<file path="config.mk">
export PLATFORM = sky130hd
export DESIGN_NAME = priority_queue_sorted_insert_unit_flat
export DESIGN_NICKNAME = d
export VERILOG_FILES = /design/src/design/pqsi_pkg.sv /design/src/design/pqsi_cmd_if.sv /design/src/design/pqsi_res_if.sv /design/src/design/priority_queue_sorted_insert_unit.sv /design/src/design/pqsi_ram.sv /design/src/design/pqsi_level_ptrs.sv /design/src/design/pqsi_ctrl.sv /design/src/flat_wrapper.sv
export SDC_FILE = /design/constraint.sdc
export NUM_CORES = 2
export LEC_CHECK = 0
export ABC_CLOCK_PERIOD_IN_PS = 4300
export BUFFER_PORTS_ARGS = -buffer_cell sky130_fd_sc_hd__buf_2
export CORE_ASPECT_RATIO = 2
export CORE_MARGIN = 10
export CORE_UTILIZATION = 40
export DETAILED_ROUTE_END_ITERATION = 8
export GPL_ROUTABILITY_DRIVEN = 0
export GPL_TIMING_DRIVEN = 0
export PLACE_DENSITY = 0.57
export SYNTH_ARGS = -nofsm -noshare
export SYNTH_HDL_FRONTEND = slang
export SYNTH_SLANG_ARGS = --single-unit
</file>
<file path="constraint.sdc">
create_clock -name clk -period 4.3 [get_ports clk]
set_clock_uncertainty 0.1 [all_clocks]
set_input_delay 0.645 -clock clk [delete_from_list [all_inputs] [get_ports clk]]
set_output_delay 0.645 -clock clk [all_outputs]
set_load 0.005 [all_outputs]
</file>
<file path="src/design/pqsi_pkg.sv">
// Package for the priority queue unit: sizes, codes, state type and the
// structs passed between the pointer file and the controller. No dependencies.
package pqsi_pkg;

  localparam int QUEUE_DEPTH = 16;
  localparam int TAG_BITS    = 16;

  localparam int LEVEL_W     = 2;
  localparam int NUM_LEVELS  = 1 << LEVEL_W;
  localparam int AGE_W       = 8;
  localparam int TAG_W       = 16;
  localparam int OCC_W       = 5;

  localparam int PTR_W       = $clog2(QUEUE_DEPTH);
  localparam int CNT_W       = $clog2(QUEUE_DEPTH + 1);
  localparam int ADDR_W      = LEVEL_W + PTR_W;
  localparam int RAM_DEPTH   = NUM_LEVELS << PTR_W;
  localparam int STORE_TAG_W = (TAG_BITS < TAG_W) ? TAG_BITS : TAG_W;
  localparam int ENTRY_W     = AGE_W + STORE_TAG_W;

  localparam logic [LEVEL_W-1:0] LEVEL_RED    = 2'd3;
  localparam logic [LEVEL_W-1:0] LEVEL_YELLOW = 2'd2;
  localparam logic [LEVEL_W-1:0] LEVEL_GREEN  = 2'd1;
  localparam logic [LEVEL_W-1:0] LEVEL_NONE   = 2'd0;

  localparam logic CMD_INSERT = 1'b0;
  localparam logic CMD_POP    = 1'b1;

  typedef enum logic [1:0] {
    ST_INS_OK    = 2'd0,
    ST_INS_FULL  = 2'd1,
    ST_POP_OK    = 2'd2,
    ST_POP_EMPTY = 2'd3
  } status_t;

  typedef enum logic {
    S_IDLE,
    S_READ
  } ctrl_state_t;

  // pointer file view of the queue
  typedef struct packed {
    logic               empty;
    logic               full;
    logic [LEVEL_W-1:0] pop_level;
    logic [ADDR_W-1:0]  head_addr;
    logic [ADDR_W-1:0]  tail_addr;
    logic [CNT_W-1:0]   total;
  } occ_t;

  // bookkeeping update from the controller
  typedef struct packed {
    logic               push;
    logic               pop;
    logic [LEVEL_W-1:0] push_level;
  } upd_t;

endpackage

</file>
<file path="src/design/pqsi_cmd_if.sv">
// Request channel into the priority queue unit.
// Depends on pqsi_pkg for field widths.
interface pqsi_cmd_if import pqsi_pkg::*; ();
  logic               valid;
  logic               ready;
  logic               command;
  logic [LEVEL_W-1:0] level;
  logic [AGE_W-1:0]   patient_age;
  logic [TAG_W-1:0]   record_tag;

  modport source (output valid, command, level, patient_age, record_tag, input ready);
  modport sink   (input valid, command, level, patient_age, record_tag, output ready);
  modport monitor (input valid, ready, command, level, patient_age, record_tag);
endinterface

</file>
<file path="src/design/pqsi_res_if.sv">
// Result channel out of the priority queue unit.
// Depends on pqsi_pkg for field widths.
interface pqsi_res_if import pqsi_pkg::*; ();
  logic               valid;
  logic               ready;
  logic [1:0]         status;
  logic [LEVEL_W-1:0] out_level;
  logic [AGE_W-1:0]   out_age;
  logic [TAG_W-1:0]   out_tag;
  logic [OCC_W-1:0]   occupancy;

  modport source (output valid, status, out_level, out_age, out_tag, occupancy, input ready);
  modport sink   (input valid, status, out_level, out_age, out_tag, occupancy, output ready);
  modport monitor (input valid, ready, status, out_level, out_age, out_tag, occupancy);
endinterface

</file>
<file path="src/design/priority_queue_sorted_insert_unit.sv">
// Priority queue unit, top level. Entries sit in one RAM split into one
// FIFO region per level; head and tail pointers select the entry to read or write.
// Depends on pqsi_pkg, pqsi_cmd_if, pqsi_res_if, pqsi_ram, pqsi_level_ptrs, pqsi_ctrl.
//
// Bounded priority queue of QUEUE_DEPTH entries. Each request is an insert
// or a pop and gives exactly one result carrying a status and the count of
// stored entries after the request. Higher levels leave first, equal levels
// in arrival order; a full queue refuses inserts. An insert or a pop on an
// empty queue is answered from the result register; a pop that returns an
// entry first reads the entry RAM, whose read data is registered, and no new
// request is taken during that read. A request is taken while the previous result
// is being delivered. No clearing pass: after reset the block is ready at once.
module priority_queue_sorted_insert_unit import pqsi_pkg::*; (
  input logic        clk,
  input logic        rst,
  pqsi_cmd_if.sink   cmd,
  pqsi_res_if.source res
);

  occ_t               occ;
  upd_t               upd;
  logic               ram_we, ram_re;
  logic [ADDR_W-1:0]  ram_waddr, ram_raddr;
  logic [ENTRY_W-1:0] ram_wdata, ram_rdata;

  pqsi_ram #(
    .WIDTH (ENTRY_W),
    .DEPTH (RAM_DEPTH)
  ) u_ram (
    .clk   (clk),
    .we    (ram_we),
    .waddr (ram_waddr),
    .wdata (ram_wdata),
    .re    (ram_re),
    .raddr (ram_raddr),
    .rdata (ram_rdata)
  );

  pqsi_level_ptrs u_ptrs (
    .clk       (clk),
    .rst       (rst),
    .upd       (upd),
    .ins_level (cmd.level),
    .occ       (occ)
  );

  pqsi_ctrl u_ctrl (
    .clk       (clk),
    .rst       (rst),
    .cmd       (cmd),
    .res       (res),
    .occ       (occ),
    .upd       (upd),
    .ram_we    (ram_we),
    .ram_waddr (ram_waddr),
    .ram_wdata (ram_wdata),
    .ram_re    (ram_re),
    .ram_raddr (ram_raddr),
    .ram_rdata (ram_rdata)
  );

endmodule

</file>
<file path="src/design/pqsi_ram.sv">
// Generic single write, single read port RAM with registered read data.
// No dependencies.
module pqsi_ram #(
  parameter int WIDTH = 8,
  parameter int DEPTH = 16
) (
  input  logic                     clk,
  input  logic                     we,
  input  logic [$clog2(DEPTH)-1:0] waddr,
  input  logic [WIDTH-1:0]         wdata,
  input  logic                     re,
  input  logic [$clog2(DEPTH)-1:0] raddr,
  output logic [WIDTH-1:0]         rdata
);

  logic [WIDTH-1:0] mem [DEPTH];

  always_ff @(posedge clk) begin
    if (we) begin
      mem[waddr] <= wdata;
    end
    if (re) begin
      rdata <= mem[raddr];
    end
  end

endmodule

</file>
<file path="src/design/pqsi_level_ptrs.sv">
// Per-level FIFO pointers and counts over the shared entry RAM.
// Depends on pqsi_pkg.
module pqsi_level_ptrs import pqsi_pkg::*; (
  input  logic               clk,
  input  logic               rst,
  input  upd_t               upd,
  input  logic [LEVEL_W-1:0] ins_level,
  output occ_t               occ
);

  logic [PTR_W-1:0] head [NUM_LEVELS];
  logic [PTR_W-1:0] tail [NUM_LEVELS];
  logic [CNT_W-1:0] lvl_cnt [NUM_LEVELS];
  logic [CNT_W-1:0] total;
  logic [LEVEL_W-1:0] sel;

  function automatic logic [PTR_W-1:0] ptr_inc(input logic [PTR_W-1:0] p);
    ptr_inc = (p == PTR_W'(QUEUE_DEPTH - 1)) ? '0 : p + 1'b1;
  endfunction

  // highest non-empty level leaves first
  always_comb begin
    if (lvl_cnt[LEVEL_RED] != '0) begin
      sel = LEVEL_RED;
    end else if (lvl_cnt[LEVEL_YELLOW] != '0) begin
      sel = LEVEL_YELLOW;
    end else if (lvl_cnt[LEVEL_GREEN] != '0) begin
      sel = LEVEL_GREEN;
    end else begin
      sel = LEVEL_NONE;
    end
  end

  assign occ.empty     = (total == '0);
  assign occ.full      = (total == CNT_W'(QUEUE_DEPTH));
  assign occ.pop_level = sel;
  assign occ.head_addr = {sel, head[sel]};
  assign occ.tail_addr = {ins_level, tail[ins_level]};
  assign occ.total     = total;

  always_ff @(posedge clk) begin
    if (rst) begin
      total <= '0;
      for (int i = 0; i < NUM_LEVELS; i++) begin
        head[i]    <= '0;
        tail[i]    <= '0;
        lvl_cnt[i] <= '0;
      end
    end else begin
      if (upd.push) begin
        tail[upd.push_level]    <= ptr_inc(tail[upd.push_level]);
        lvl_cnt[upd.push_level] <= lvl_cnt[upd.push_level] + 1'b1;
        total                   <= total + 1'b1;
      end else if (upd.pop) begin
        head[sel]    <= ptr_inc(head[sel]);
        lvl_cnt[sel] <= lvl_cnt[sel] - 1'b1;
        total        <= total - 1'b1;
      end
    end
  end

endmodule

</file>
<file path="src/design/pqsi_ctrl.sv">
// Request sequencer and result register of the priority queue unit.
// Depends on pqsi_pkg; drives the entry RAM and the pointer file.
module pqsi_ctrl import pqsi_pkg::*; (
  input  logic               clk,
  input  logic               rst,
  pqsi_cmd_if.sink           cmd,
  pqsi_res_if.source         res,
  input  occ_t               occ,
  output upd_t               upd,
  output logic               ram_we,
  output logic [ADDR_W-1:0]  ram_waddr,
  output logic [ENTRY_W-1:0] ram_wdata,
  output logic               ram_re,
  output logic [ADDR_W-1:0]  ram_raddr,
  input  logic [ENTRY_W-1:0] ram_rdata
);

  ctrl_state_t state, state_next;

  logic               out_valid;
  status_t            out_status;
  logic [LEVEL_W-1:0] out_level;
  logic [AGE_W-1:0]   out_age;
  logic [TAG_W-1:0]   out_tag;
  logic [OCC_W-1:0]   out_occ;
  logic [LEVEL_W-1:0] pend_level;

  logic accept, is_ins, is_pop, out_free;

  assign out_free = !out_valid || res.ready;
  assign is_ins   = (cmd.command == CMD_INSERT);
  assign is_pop   = (cmd.command == CMD_POP);
  assign accept   = cmd.valid && cmd.ready;

  always_comb begin
    state_next = state;
    unique case (state)
      S_IDLE: begin
        if (accept && is_pop && !occ.empty) begin
          state_next = S_READ;
        end
      end
      S_READ: state_next = S_IDLE;
      default: state_next = S_IDLE;
    endcase
  end

  always_comb begin
    cmd.ready      = 1'b0;
    ram_we         = 1'b0;
    ram_re         = 1'b0;
    upd.push       = 1'b0;
    upd.pop        = 1'b0;
    upd.push_level = cmd.level;
    unique case (state)
      S_IDLE: begin
        cmd.ready = out_free;
        ram_we    = accept && is_ins && !occ.full;
        ram_re    = accept && is_pop && !occ.empty;
        upd.push  = ram_we;
        upd.pop   = ram_re;
      end
      S_READ: ;
      default: ;
    endcase
  end

  assign ram_waddr = occ.tail_addr;
  assign ram_wdata = {cmd.patient_age, STORE_TAG_W'(cmd.record_tag)};
  assign ram_raddr = occ.head_addr;

  always_ff @(posedge clk) begin
    if (rst) begin
      state     <= S_IDLE;
      out_valid <= 1'b0;
    end else begin
      state <= state_next;
      if (state == S_READ) begin
        out_valid <= 1'b1;
      end else if (accept && !(is_pop && !occ.empty)) begin
        out_valid <= 1'b1;
      end else if (res.ready) begin
        out_valid <= 1'b0;
      end
    end
  end

  always_ff @(posedge clk) begin
    if (state == S_READ) begin
      out_status <= ST_POP_OK;
      out_level  <= pend_level;
      out_age    <= ram_rdata[ENTRY_W-1 -: AGE_W];
      out_tag    <= TAG_W'(ram_rdata[STORE_TAG_W-1:0]);
      out_occ    <= OCC_W'(occ.total);
    end else if (accept) begin
      out_level  <= '0;
      out_age    <= '0;
      out_tag    <= '0;
      pend_level <= occ.pop_level;
      if (is_ins) begin
        out_status <= occ.full ? ST_INS_FULL : ST_INS_OK;
        out_occ    <= occ.full ? OCC_W'(occ.total) : OCC_W'(occ.total + 1'b1);
      end else begin
        out_status <= ST_POP_EMPTY;
        out_occ    <= OCC_W'(occ.total);
      end
    end
  end

  assign res.valid     = out_valid;
  assign res.status    = out_status;
  assign res.out_level = out_level;
  assign res.out_age   = out_age;
  assign res.out_tag   = out_tag;
  assign res.occupancy = out_occ;

endmodule

</file>
<file path="src/flat_wrapper.sv">
// flat-port wrapper written by rule: the top's interface ports become plain ports
module priority_queue_sorted_insert_unit_flat import pqsi_pkg::*;
  (clk, rst, cmd_valid, cmd_command, cmd_level, cmd_patient_age, cmd_record_tag, cmd_ready, res_valid, res_status, res_out_level, res_out_age, res_out_tag, res_occupancy, res_ready);
  pqsi_cmd_if cmd_i ();
  pqsi_res_if res_i ();
  input logic clk;
  input logic rst;
  input wire logic [$bits(cmd_i.valid)-1:0] cmd_valid;
  input wire logic [$bits(cmd_i.command)-1:0] cmd_command;
  input wire logic [$bits(cmd_i.level)-1:0] cmd_level;
  input wire logic [$bits(cmd_i.patient_age)-1:0] cmd_patient_age;
  input wire logic [$bits(cmd_i.record_tag)-1:0] cmd_record_tag;
  output wire logic [$bits(cmd_i.ready)-1:0] cmd_ready;
  output wire logic [$bits(res_i.valid)-1:0] res_valid;
  output wire logic [$bits(res_i.status)-1:0] res_status;
  output wire logic [$bits(res_i.out_level)-1:0] res_out_level;
  output wire logic [$bits(res_i.out_age)-1:0] res_out_age;
  output wire logic [$bits(res_i.out_tag)-1:0] res_out_tag;
  output wire logic [$bits(res_i.occupancy)-1:0] res_occupancy;
  input wire logic [$bits(res_i.ready)-1:0] res_ready;
  assign cmd_i.valid = cmd_valid;
  assign cmd_i.command = cmd_command;
  assign cmd_i.level = cmd_level;
  assign cmd_i.patient_age = cmd_patient_age;
  assign cmd_i.record_tag = cmd_record_tag;
  assign cmd_ready = cmd_i.ready;
  assign res_valid = res_i.valid;
  assign res_status = res_i.status;
  assign res_out_level = res_i.out_level;
  assign res_out_age = res_i.out_age;
  assign res_out_tag = res_i.out_tag;
  assign res_occupancy = res_i.occupancy;
  assign res_i.ready = res_ready;
  priority_queue_sorted_insert_unit u_core (.clk(clk), .rst(rst), .cmd(cmd_i), .res(res_i));
endmodule
</file>
[Word level (Yosys, flattened, before mapping)]
Memory sizes are Yosys's and may differ from the RTL's. A register that Yosys moved wholly into a read port is not among the register bits.
Cells that the tools add are included.
Operators by class
  add/sub/neg operators: 6
  equality and inequality tests: 3
  multiplexer cells: 51
  bitwise logic cells: 2
  reduce and logical (&&, ||, !) cells: 24
Operator list (number)
  2-to-1 mux 5 bit: 8
  2-to-1 mux 16 bit: 2
  2-to-1 mux 1 bit: 24
  2-to-1 mux 2 bit: 10
  2-to-1 mux 4 bit: 4
  2-to-1 mux 8 bit: 2
  nonzero test 5 bit: 3
  adder 5 x 1 -> 5 bit (second input constant): 2
  OR reduction 5 bit: 2
  subtractor 5 x 1 -> 5 bit (second input constant): 2
  adder 4 x 1 -> 4 bit (second input constant): 2
  == test 4 bit (second input constant): 2
  OR reduction 4 bit: 2
  logical AND 1 bit: 7
  == test 5 bit (second input constant): 1
  logical NOT 5 bit: 1
  logical NOT 1 bit: 4
  nonzero test 2 bit: 2
  nonzero test 3 bit: 1
  NOT 1 bit: 2
  case mux 1 bit (2 select lines): 1
  AND reduction 2 bit: 1
  logical OR 1 bit: 1
Storage, ports and cells
  bits in registers: 42
  bits in writable memories: 1588
  output and inout bits: 35
  logic and storage cells: 99
  memories: 4
Memory list
  u_core.u_ram.mem: words 64, width 24, rd ports 1, clocked after memory_dff 1, wr ports 1, line pqsi_ram.sv:16  | logic [WIDTH-1:0] mem [DEPTH];
  u_core.u_ptrs.lvl_cnt: words 4, width 5, rd ports 5, clocked after memory_dff 0, wr ports 4, line pqsi_level_ptrs.sv:13  | logic [CNT_W-1:0] lvl_cnt [NUM_LEVELS];
  u_core.u_ptrs.head: words 4, width 4, rd ports 1, clocked after memory_dff 0, wr ports 4, line pqsi_level_ptrs.sv:11  | logic [PTR_W-1:0] head [NUM_LEVELS];
  u_core.u_ptrs.tail: words 4, width 4, rd ports 1, clocked after memory_dff 0, wr ports 4, line pqsi_level_ptrs.sv:12  | logic [PTR_W-1:0] tail [NUM_LEVELS];

[Logic depth before layout (Yosys ltp)]
  word-level depth: 13
  depth in mapped cells: 13
  gate-level depth less buffers: 10

[Modules after synthesis]
A second synthesis with hierarchy kept.
Second synthesis, totals
  cells, all modules: 3065
  area total of the unflattened synthesis: 64717.1 um^2
Modules (own cells, without submodules)
  pqsi_ram: instances 1, cells an instance 2610, area each 59535.8 um^2, seq. area each 46844.9 um^2
  pqsi_level_ptrs: instances 1, cells an instance 320, area each 3440.8 um^2, seq. area each 1661.6 um^2
  pqsi_ctrl: instances 1, cells an instance 135, area each 1740.4 um^2, seq. area each 1071.0 um^2

[Worst setup path after synthesis]
OpenSTA, ideal clock, no wires.
  path kind: input port to flip-flop
  from: input port res_ready
  to: memory u_core.u_ram.mem[53][0] in the netlist's numbering, enable pin
  arrival: 3.326 ns
  required time: 3.795 ns
  setup slack: 0.469 ns
  cell stages on the path: 8
  buffers on the path: 1
  cell sequence: inv_1 a21oi_1 nand2_1 nor3_1 nand3_1 or2_2 clkbuf_1 nor2_1
Between the ends
  longest elaborated chain between the ends: 8
RTL lines
  from (decl): line flat_wrapper.sv:20  | input wire logic [$bits(res_i.ready)-1:0] res_ready;
  logical OR 1 bit: line pqsi_ctrl.sv:30  | assign out_free = !out_valid || res.ready;
  2-to-1 mux 1 bit: line pqsi_ctrl.sv:55  | unique case (state)
  via cmd_ready: line flat_wrapper.sv:13  | output wire logic [$bits(cmd_i.ready)-1:0] cmd_ready;
  logical AND 1 bit: line pqsi_ctrl.sv:33  | assign accept = cmd.valid && cmd.ready;
  logical AND 1 bit (2 in a row): line pqsi_ctrl.sv:58  | ram_we = accept && is_ins && !occ.full;
  2-to-1 mux 1 bit: line pqsi_ctrl.sv:55
  2-to-1 mux 1 bit: line pqsi_ram.sv:19  | if (we) begin
  2-to-1 mux 1 bit (implied by the code): line pqsi_ram.sv:20  | mem[waddr] <= wdata;
  to (decl): line pqsi_ram.sv:16
The timed path passes the listed nets, and every way through them passes these cells.

==> impl_metrics.json <==
{
  "yosysUniqueCellTypes": 68,
  "grt_setup_unrepaired": "true",
  "worstMarginPinSlew_ns": 1.51,
  "period_share_pct": 102,
  "critical_path.endpoint_type": "flop",
  "drtIter0Drc": 5160,
  "dp.cells": 6940,
  "setup_viol": 3,
  "synth_edf_count": 1645,
  "mostFrequentLayoutCells": "edfxtp_1, o21ai_0, nand3_1, nand2_1, a211oi_1",
  "io_buffer_count": 65,
  "slowest_stage": "or4_4",
  "drc_errors": 1,
  "critPathMaxFanout": 10,
  "track_usage_pct": 26.0,
  "period_needed_ns": 4.38,
  "clock_latency_ns": 0.80,
  "cts_buffers": 154,
  "totalWireLength_um": 252000,
  "route.vias.total": 45200,
  "final_area_sq_um": 80000,
  "dp_hpwl_um": 178000,
  "peakVddDrop_uv": 266,
  "p_leak_nw": 25.6,
  "synth_seq_cells": 1654,
  "tns_ns": -0.100,
  "yosys_most_used_dff": "edfxtp_1",
  "critical_path.cell_chain": "or4_4 > nor2_4 > buf_6 > o31a_4 > buf_4 > clkbuf_1 > a32oi_2 > a22oi_1 > nor3b_1 > a211oi_1 > o22a_1",
  "drtPass1Iterations": 9,
  "seq_area_frac_synth_pct": 73.1,
  "core_area_sq_um": 168000,
  "crit_family": "compound AO/OA/AOI/OAI gates",
  "critical_path_arrival_ns": 4.88,
  "post_drt_via_cell_ratio": 6.23,
  "cp_data_required_time_ns": 4.80,
  "critPathKind": "reg2reg",
  "final_common_cell": "edfxtp_1",
  "post_synth.cell_area_avg_sq_um": 14.9,
  "gr-total-overflow": 0,
  "nets": 4921,
  "wl_per_cell_um": 34.8,
  "grt_busiest_layer": "met2",
  "max_freq_mhz": 228,
  "antenna_found_initial": 19,
  "slew_headroom_pct": -0.885,
  "io_pins": 66,
  "hold_path.class": "in2reg",
  "grt_pass1_vias": 45800,
  "die_h_um": 602,
  "power_density_nw_per_um2": 530,
  "cp-start-kind": "flop",
  "max_stage_delay_ns": 0.58,
  "dpl_cell_area_sq_um": 72500,
  "row_count": 213,
  "grt_pass1_wl_um": 346000,
  "syn_nets": 4594,
  "clk_path_buf_depth": 4,
  "met2_usage_pct": 47.2,
  "grt.met3_usage_pct": 3.98,
  "cts_sinks": 1654,
  "drive_above_1_share_pct": 21.3,
  "instances_no_fill": 7256,
  "clk_pin_slew_ns": 0.06,
  "ys_warn_count": 0,
  "maxCapViolCount": 1,
  "violations": "DRC, capacitance limit, slew limit, setup timing",
  "ant_nets": 0,
  "initial_utilization_pct": 40.2,
  "grt_use_met1_pct": 25.7,
  "status": "finished with violations",
  "area_delta_synth_final_pct": 18.0,
  "synth_async_sr_flop_share_pct": 0,
  "dpl_worst_slack_ns": -2.20,
  "cts_tree": "built",
  "ctsHtreeMaxLevel": 4,
  "netlist_area_sq_um": 67800,
  "dieArea_sq_um": 187000,
  "root_buffer": "clkbuf_16",
  "drv_slew": 11,
  "die_w_um": 311,
  "timing.hold.ws_ns": 0.0923,
  "grt_max_degree": 65,
  "netlist_instances": 4556,
  "fin_ws_ns": -0.0832,
  "cp_num_buf_inv": 3,
  "finalHoldViolCount": 0
}
==> state kept, by name, indices dropped and copies added, names as in the netlist, 5 cells and up <==
register                     cells
u_core.u_ptrs.total              5
u_core.u_ram.mem              1536
u_core.u_ram.rdata              24
u_core.u_ctrl.res.out_tag       16
u_core.u_ptrs.tail              16
u_core.u_ptrs.lvl_cnt           20
u_core.u_ctrl.res.occupancy      5
u_core.u_ptrs.head              16
u_core.u_ctrl.res.out_age        8
==> report_power, final <==
part	switching (mW)	total, mW	leakage [nW]	internal (mW)
Combinational	7.51	10.7	8.28	3.15
Clock	6.06	13.7	2.35	7.59
Sequential	0.0949	18.1	15.0	18.0
==> kinds of logic after synthesis <==
logic type | after synthesis | share of synthesized area [%]
AND/OR/NAND/NOR | 935 | 6.93
flip-flops | 1654 | 73.1
XOR/XNOR | 14 | 0.181
adder cells (fa/ha/maj) | 7 | 0.129
buffers and inverters | 429 | 2.64
AO/OA/AOI/OAI | 1324 | 13.7
multiplexers | 193 | 3.28
==> cell usage after synthesis (24+ instances only) <==
| master | number | area, sq um |
|---|---|---|
| a2111oi_0 | 49 | 429 |
| a211o_1 | 45 | 394 |
| a211oi_1 | 257 | 1930 |
| a21o_1 | 38 | 285 |
| a21oi_1 | 218 | 1090 |
| a221oi_1 | 70 | 613 |
| a311o_1 | 48 | 480 |
| a311oi_1 | 46 | 403 |
| a32oi_1 | 65 | 569 |
| and2_1 | 30 | 188 |
| and3_1 | 206 | 1290 |
| buf_2 | 66 | 330 |
| clkbuf_1 | 300 | 1130 |
| edfxtp_1 | 1645 | 49400 |
| mux2_2 | 141 | 1590 |
| mux2i_1 | 43 | 430 |
| nand2_1 | 234 | 878 |
| nand3_1 | 249 | 1250 |
| nand4_1 | 31 | 194 |
| nor2_1 | 126 | 473 |
| o211ai_1 | 79 | 593 |
| o21ai_0 | 278 | 1390 |
| o22ai_1 | 27 | 169 |
| o311a_1 | 24 | 240 |
==> stage by stage <==
| step | utilization (%) | power [mW] |
|---|---|---|
| floorplan | - | 23.0 |
| global placement | 42.1 | 27.2 |
| detailed placement | 43.0 | 27.5 |
| CTS | 47.2 | 42.0 |
| global route | 47.5 | 43.2 |
| finish | 47.5 | 42.4 |
==> repair_timing <==
action,CTS,global route
gates cloned,1,3
gates resized for setup,509,110
pin swaps,25,20
setup endpoints to repair,680,321
endpoints found under the hold margin,4,0
hold buffers,3,0
buffers inserted,24,15
==> cell type report <==
type                            count  area [sq um]
Antenna cell                        8          20.0
Buffer                            402          2080
Clock buffer                      184          4070
Clock inverter                     80           749
Fill cell                       14500         88400
Inverter                           24          90.1
Multi-Input combinational cell   2477         18700
Sequential cell                  1654         49600
Tap cell                         2257          2820
Timing Repair Buffer              170          1900
==> worst paths after layout <==
path	cells after the start	slack [ns]	to	from
max	11	-0.08	u_core.u_ram.rdata[17]$_DFFE_PN_	u_core.u_ptrs.lvl_cnt[2][3]$_SDFFCE_PN0P_
min	2	0.09	u_core.u_ctrl.res.status[1]$_SDFFE_PP1N_	cmd_command
max reg2reg	11	-0.08	u_core.u_ram.rdata[17]$_DFFE_PN_	u_core.u_ptrs.lvl_cnt[2][3]$_SDFFCE_PN0P_
min reg2reg	2	0.37	u_core.u_ctrl.res.status[0]$_SDFFE_PP0N_	u_core.u_ctrl.res.status[0]$_SDFFE_PP0N_
==> per-layer routing <==
| layer | routed length (um) | up-vias |
|---|---|---|
| met5 | 70 | - |
| met4 | 26600 | 12 |
| met3 | 16900 | 841 |
| met2 | 130000 | 2415 |
| met1 | 78100 | 23000 |
| li1 | - | 19000 |
No activity file was read; power rests on OpenSTA's default activity.
